### config.mk
export PLATFORM = sky130hd
export DESIGN_NAME = mi4_controller
export DESIGN_NICKNAME = d
export VERILOG_FILES = /design/src/rtl/mi4_pkg.sv /design/src/rtl/mi4_controller.sv
export SDC_FILE = /design/constraint.sdc
export NUM_CORES = 1
export LEC_CHECK = 0
export ABC_AREA = 1
export BUFFER_PORTS_ARGS = -buffer_cell sky130_fd_sc_hd__buf_4
export CAP_MARGIN = 30
export CORE_MARGIN = 5
export CORE_UTILIZATION = 55
export CTS_BUF_LIST = sky130_fd_sc_hd__clkbuf_4
export CTS_CLUSTER_DIAMETER = 50
export DETAILED_ROUTE_END_ITERATION = 8
export PLACE_DENSITY = 0.86
export SYNTH_ARGS = -nofsm -noshare
export SYNTH_HDL_FRONTEND = slang
export SYNTH_SLANG_ARGS = --single-unit
### constraint.sdc
create_clock -name clk -period 2.6 [get_ports clk]
set_input_delay 0.13 -clock clk [delete_from_list [all_inputs] [get_ports clk]]
set_output_delay 0.13 -clock clk [all_outputs]
set_load 0.005 [all_outputs]
### src/rtl/mi4_pkg.sv
// Shared types and constants for the 4x4 matrix inverse block.
package mi4_pkg;

  localparam int DATA_W        = 32;
  localparam int ADDR_W        = 4;
  localparam int NUM_ELEM      = 16;
  localparam int CW            = 97;
  localparam int DW            = 130;
  localparam int FRAC_BITS_DEF = 16;
  localparam logic [31:0] THRESH_RESET = 32'd43;

  localparam logic [2:0] MA_E   = 3'd0;
  localparam logic [2:0] MA_PLO = 3'd1;
  localparam logic [2:0] MA_PHI = 3'd2;
  localparam logic [2:0] MA_CL0 = 3'd3;
  localparam logic [2:0] MA_CL1 = 3'd4;
  localparam logic [2:0] MA_CL2 = 3'd5;

  localparam logic MB_E   = 1'b0;
  localparam logic MB_MAT = 1'b1;

  typedef struct packed {
    logic              mat_we;
    logic [ADDR_W-1:0] mat_waddr;
    logic              mat_re;
    logic [ADDR_W-1:0] mat_raddr;
    logic              cof_re;
    logic [ADDR_W-1:0] cof_raddr;
    logic              cof_we;
    logic [ADDR_W-1:0] cof_waddr;
    logic              e_load;
    logic              mul_en;
    logic [2:0]        mul_a_sel;
    logic              mul_b_sel;
    logic              p_load;
    logic              acc_clr;
    logic              acc_add;
    logic              acc_neg;
    logic [1:0]        acc_shift;
    logic              det_load;
    logic              div_load;
    logic              div_step;
    logic              out_valid;
    logic              out_zero;
    logic              out_last;
  } mi4_cmd_t;

  typedef struct packed {
    logic sing;
  } mi4_sts_t;

endpackage

### src/rtl/mi4_controller.sv
// Sequencer for loading, cofactors, determinant, division and result output.
module mi4_controller (
  input  logic               clk,
  input  logic               rst,
  input  logic               start,
  output logic               busy,
  input  mi4_pkg::mi4_sts_t  sts,
  output mi4_pkg::mi4_cmd_t  cmd
);

  localparam logic [3:0] S_LOAD = 4'd0;
  localparam logic [3:0] S_COF  = 4'd1;
  localparam logic [3:0] S_COFW = 4'd2;
  localparam logic [3:0] S_DET  = 4'd3;
  localparam logic [3:0] S_CHK  = 4'd4;
  localparam logic [3:0] S_KRD  = 4'd5;
  localparam logic [3:0] S_DLD  = 4'd6;
  localparam logic [3:0] S_DIV  = 4'd7;
  localparam logic [3:0] S_DOUT = 4'd8;

  logic [3:0] state, state_next;
  logic [3:0] load_count, load_count_next;
  logic [3:0] kk, kk_next;
  logic [2:0] term, term_next;
  logic [2:0] ph, ph_next;
  logic [5:0] cnt, cnt_next;

  function automatic logic [3:0] elem_addr(input logic [1:0] dr, input logic [1:0] dc,
                                           input logic [2:0] t, input logic [1:0] f);
    logic [5:0] perm;
    logic [1:0] ri;
    logic [1:0] col;
    logic [1:0] row;
    unique case (t)
      3'd0:    perm = {2'd2, 2'd1, 2'd0};
      3'd1:    perm = {2'd1, 2'd2, 2'd0};
      3'd2:    perm = {2'd2, 2'd0, 2'd1};
      3'd3:    perm = {2'd0, 2'd2, 2'd1};
      3'd4:    perm = {2'd1, 2'd0, 2'd2};
      default: perm = {2'd0, 2'd1, 2'd2};
    endcase
    unique case (f)
      2'd0:    ri = perm[1:0];
      2'd1:    ri = perm[3:2];
      default: ri = perm[5:4];
    endcase
    col = (f >= dc) ? 2'(f + 2'd1) : f;
    row = (ri >= dr) ? 2'(ri + 2'd1) : ri;
    return {col, row};
  endfunction

  function automatic logic term_neg(input logic [2:0] t);
    return (t == 3'd1) || (t == 3'd2) || (t == 3'd5);
  endfunction

  always_comb begin
    cmd              = '0;
    state_next       = state;
    load_count_next  = load_count;
    kk_next          = kk;
    term_next        = term;
    ph_next          = ph;
    cnt_next         = cnt;
    unique case (state)
      S_LOAD: begin
        if (start) begin
          cmd.mat_we      = 1'b1;
          cmd.mat_waddr   = load_count;
          load_count_next = 4'(load_count + 4'd1);
          if (load_count == 4'd15) begin
            cmd.acc_clr = 1'b1;
            kk_next     = '0;
            term_next   = '0;
            ph_next     = '0;
            state_next  = S_COF;
          end
        end
      end
      S_COF: begin
        cmd.mat_raddr = elem_addr(kk[3:2], kk[1:0], term, ph[1:0]);
        cmd.acc_neg   = term_neg(term) ^ kk[2] ^ kk[0];
        unique case (ph)
          3'd0: cmd.mat_re = 1'b1;
          3'd1: begin
            cmd.mat_re = 1'b1;
            cmd.e_load = 1'b1;
          end
          3'd2: begin
            cmd.mat_re    = 1'b1;
            cmd.mul_en    = 1'b1;
            cmd.mul_a_sel = mi4_pkg::MA_E;
            cmd.mul_b_sel = mi4_pkg::MB_MAT;
          end
          3'd3: begin
            cmd.p_load = 1'b1;
            cmd.e_load = 1'b1;
          end
          3'd4: begin
            cmd.mul_en    = 1'b1;
            cmd.mul_a_sel = mi4_pkg::MA_PLO;
            cmd.mul_b_sel = mi4_pkg::MB_E;
          end
          3'd5: begin
            cmd.mul_en    = 1'b1;
            cmd.mul_a_sel = mi4_pkg::MA_PHI;
            cmd.mul_b_sel = mi4_pkg::MB_E;
            cmd.acc_add   = 1'b1;
            cmd.acc_shift = 2'd0;
          end
          default: begin
            cmd.acc_add   = 1'b1;
            cmd.acc_shift = 2'd1;
          end
        endcase
        if (ph == 3'd6) begin
          ph_next = '0;
          if (term == 3'd5) begin
            term_next  = '0;
            state_next = S_COFW;
          end else begin
            term_next = 3'(term + 3'd1);
          end
        end else begin
          ph_next = 3'(ph + 3'd1);
        end
      end
      S_COFW: begin
        cmd.cof_we    = 1'b1;
        cmd.cof_waddr = kk;
        cmd.acc_clr   = 1'b1;
        kk_next       = 4'(kk + 4'd1);
        state_next    = (kk == 4'd15) ? S_DET : S_COF;
      end
      S_DET: begin
        cmd.mat_raddr = {2'b00, kk[1:0]};
        cmd.cof_raddr = {kk[1:0], 2'b00};
        cmd.mul_b_sel = mi4_pkg::MB_MAT;
        unique case (ph)
          3'd0: begin
            cmd.mat_re = 1'b1;
            cmd.cof_re = 1'b1;
          end
          3'd1: begin
            cmd.mul_en    = 1'b1;
            cmd.mul_a_sel = mi4_pkg::MA_CL0;
          end
          3'd2: begin
            cmd.mul_en    = 1'b1;
            cmd.mul_a_sel = mi4_pkg::MA_CL1;
            cmd.acc_add   = 1'b1;
            cmd.acc_shift = 2'd0;
          end
          3'd3: begin
            cmd.mul_en    = 1'b1;
            cmd.mul_a_sel = mi4_pkg::MA_CL2;
            cmd.acc_add   = 1'b1;
            cmd.acc_shift = 2'd1;
          end
          default: begin
            cmd.acc_add   = 1'b1;
            cmd.acc_shift = 2'd2;
          end
        endcase
        if (ph == 3'd4) begin
          ph_next = '0;
          if (kk == 4'd3) begin
            kk_next    = '0;
            state_next = S_CHK;
          end else begin
            kk_next = 4'(kk + 4'd1);
          end
        end else begin
          ph_next = 3'(ph + 3'd1);
        end
      end
      S_CHK: begin
        cmd.det_load = 1'b1;
        state_next   = S_KRD;
      end
      S_KRD: begin
        if (sts.sing) begin
          cmd.out_valid = 1'b1;
          cmd.out_zero  = 1'b1;
          cmd.out_last  = (kk == 4'd15);
          kk_next       = 4'(kk + 4'd1);
          if (kk == 4'd15) state_next = S_LOAD;
        end else begin
          cmd.cof_re    = 1'b1;
          cmd.cof_raddr = kk;
          state_next    = S_DLD;
        end
      end
      S_DLD: begin
        cmd.div_load = 1'b1;
        cnt_next     = '0;
        state_next   = S_DIV;
      end
      S_DIV: begin
        cmd.div_step = 1'b1;
        cnt_next     = 6'(cnt + 6'd1);
        if (cnt == 6'd32) state_next = S_DOUT;
      end
      S_DOUT: begin
        cmd.out_valid = 1'b1;
        cmd.out_last  = (kk == 4'd15);
        kk_next       = 4'(kk + 4'd1);
        state_next    = (kk == 4'd15) ? S_LOAD : S_KRD;
      end
      default: state_next = S_LOAD;
    endcase
  end

  always_ff @(posedge clk) begin
    if (rst) begin
      state      <= S_LOAD;
      load_count <= '0;
      kk         <= '0;
      term       <= '0;
      ph         <= '0;
      cnt        <= '0;
    end else begin
      state      <= state_next;
      load_count <= load_count_next;
      kk         <= kk_next;
      term       <= term_next;
      ph         <= ph_next;
      cnt        <= cnt_next;
    end
  end

  assign busy = (state != S_LOAD);

endmodule

==> flow_summary.toml <==
[run_status]
status = "completed"

[clocking]
clkTransAtPathRegs_ns = 0.14
cts_root_buf = "clkbuf_4"
clockBufferDepth = 2
cts.sinks = 24
cts_tree = "yes"
clock_latency_ns = 0.33
cts_made_buffers = 3
cts.htree.levels = 1
cts_hold_buf = 0

[routing]
drc_errors = 0
drtPass1Iterations = 4
wl_microns = 5050
wl_per_cell_microns = 12.0
drtAntennaViolNets = 0
first_iter_violations = 141
vias = 2221
viasPerCell = 5.28

[synth]
syn_area_sq_mm = 0.00194
yosysMostFrequentCell = "nand2_1"
synthArstFlopShare = 0
synth-seq-cells = 24
synth_top_area_frac = 0.248
seq_area_frac_synth = 0.248
synthTopCellsByCount = "nand2_1, inv_1, nor2_1, o21ai_0, a21oi_1"
syn-num-nets = 347
ys_types = 26
synth_warnings = 0
ys_top_cells_by_area = "dfxtp_1, nand2_1, inv_1"
synth-edff-count = 0
synth_cells = 329
syn_area_per_cell_sq_um = 5.88
synth_top_area_cell = "dfxtp_1"
synthFlopType = "dfxtp_1"

[critical_path]
cp_max_fo = 6
cp_common_cell = "nand2_1"
crit_path_end_kind = "output pin"
start_kind = "flop"
path_cells = "inv_1 > ha_4 > a21oi_1 > nand2_1 > o21ai_0 > inv_1 > ha_1 > o21ai_1 > nand2_1 > nand2_1 > nand2_1 > o21ai_0 > buf_4"
rr_worst_depth = 8
cp.arrival_ns = 2.27
setup.worst_path.class = "reg -> out"
cp_slowest_cell = "dfxtp_4"
path_delay_family = "adder cells"
path_depth = 13
critPathBufInv = 3
required_ns = 2.47
slowest_delay_ns = 0.40

[power]
peakVddDrop_uv = 270
power_density_mw_per_mm2 = 240
cellLeakagePower_uw = 0.00113

[cells_and_area]
drive_gt1_frac = 0.171
antenna_cells = 0
nets = 394
area_delta_synth_final_pct = 23.9

[floorplan]
ios = 43
initial_utilization = 0.576
dieArea_sq_mm = 0.00481
core_sq_mm = 0.00336
die_y_microns = 69.3
num_rows = 21
dieWidth_microns = 69.3

[timing]
rsz0062_at_grt = "false"
finalWorstSetupSlack_ns = 0.202
fin_crit_ns = 2.40
max_freq_ghz = 0.417
finalSetupTns_ns = 0
min_period_over_period = 0.922
setup_viol = 0
worstMarginPinSlew_ns = 0.445
finalHoldViolCount = 0
skew_ns = 0.00204
slew_headroom = 0.702
drv_slew = 0

[global_routing]
antenna_found_initial = 0
grt_pass1_vias = 1945
grt_pass1_wl_microns = 8570
grt_overflow = 0
grt.total_usage = 0.204
grt_max_degree = 17

[place]
port_buffers = 42
gp_congestion = 0.937
dpl.hpwl_microns = 3830
dp_worst_setup_slack_ns = 0.217

[flow_run]
maxCapViolations = 0

[min_path]
hold-path-cell-count = 2
hold_path.class = "in -> reg"
path summary, 6_finish.rpt:
kind | start | endpoint | slack, ns
max | ph[1] | cmd[28] | 0.20
min | rst | ph[0] | 0.08
max reg2reg | ph[1] | state[3] | 0.87
min reg2reg | cnt[5] | cnt[5] | 0.47
final cells by class:
cell class / instances / area (sq um)
well taps: 46 / 57.6
clock inverters: 1 / 3.75
repair buffers: 47 / 353
multi-input cells: 249 / 1280
fillers: 320 / 965
flip-flops and latches: 24 / 492
clock buffers: 3 / 22.5
inverters: 51 / 191
routing by layer:
layer / up-vias / routed length, microns / GRT usage
met5: - / 0 / 0
met4: 0 / 57 / 0.0347
met3: 8 / 326 / 0.0319
met2: 76 / 2420 / 0.356
met1: 983 / 2250 / 0.265
li1: 1154 / - / -
per-stage QoR:
step                      cells  total power, uW  hold WS, ns  instance area, sq um   util
after detailed placement    413              407        0.441                  2290  0.682
final                       421              575       0.0791                  2400  0.713
after global routing        421              592        0.104                  2400  0.713
after global placement      413              407        0.434                  2290  0.682
after CTS                   417              572       0.0848                  2330  0.692
after floorplan             329              395        0.345                  1940      -
cell usage in the layout (no fill, tap or decap), types with 2 or more instances in the layout:
master / count
a21oi_1: 29
buf_4: 47
clkbuf_4: 3
dfxtp_1: 19
dfxtp_2: 3
dfxtp_4: 2
ha_1: 12
ha_4: 2
inv_1: 50
nand2_1: 82
nand2_2: 2
nand3_1: 21
nand4_1: 2
nor2_1: 48
nor2_4: 2
nor3b_1: 2
o21ai_0: 30
or3_1: 2
xor2_1: 4
report_power, final:
part | switching [uW] | internal (uW)
registers | 2.41 | 369
clock network | 121 | 56.5
logic | 15.7 | 10.6
state kept, by name, indices dropped and copies added, names as in the netlist:
signal / flops
ph: 3
term: 3
cnt: 6
kk: 4
load_count: 4
state: 4
what timing repair did:
action / in CTS / in global routing
pin swaps: 1 / 1
endpoints found under the setup margin: 2 / 2
setup buffers: 0 / 4
gates resized for setup: 4 / 12
kinds of logic (layout without fill, tap and decap cells):
group	Yosys count	after routing	share of synthesized area
buf+inv	56	102	0.111
fa+ha+maj	14	14	0.0905
compound gates	66	66	0.179
xor+xnor	4	4	0.0181
simple gates	165	165	0.354
flops	24	24	0.248
Power figures use the tool's default switching activity.
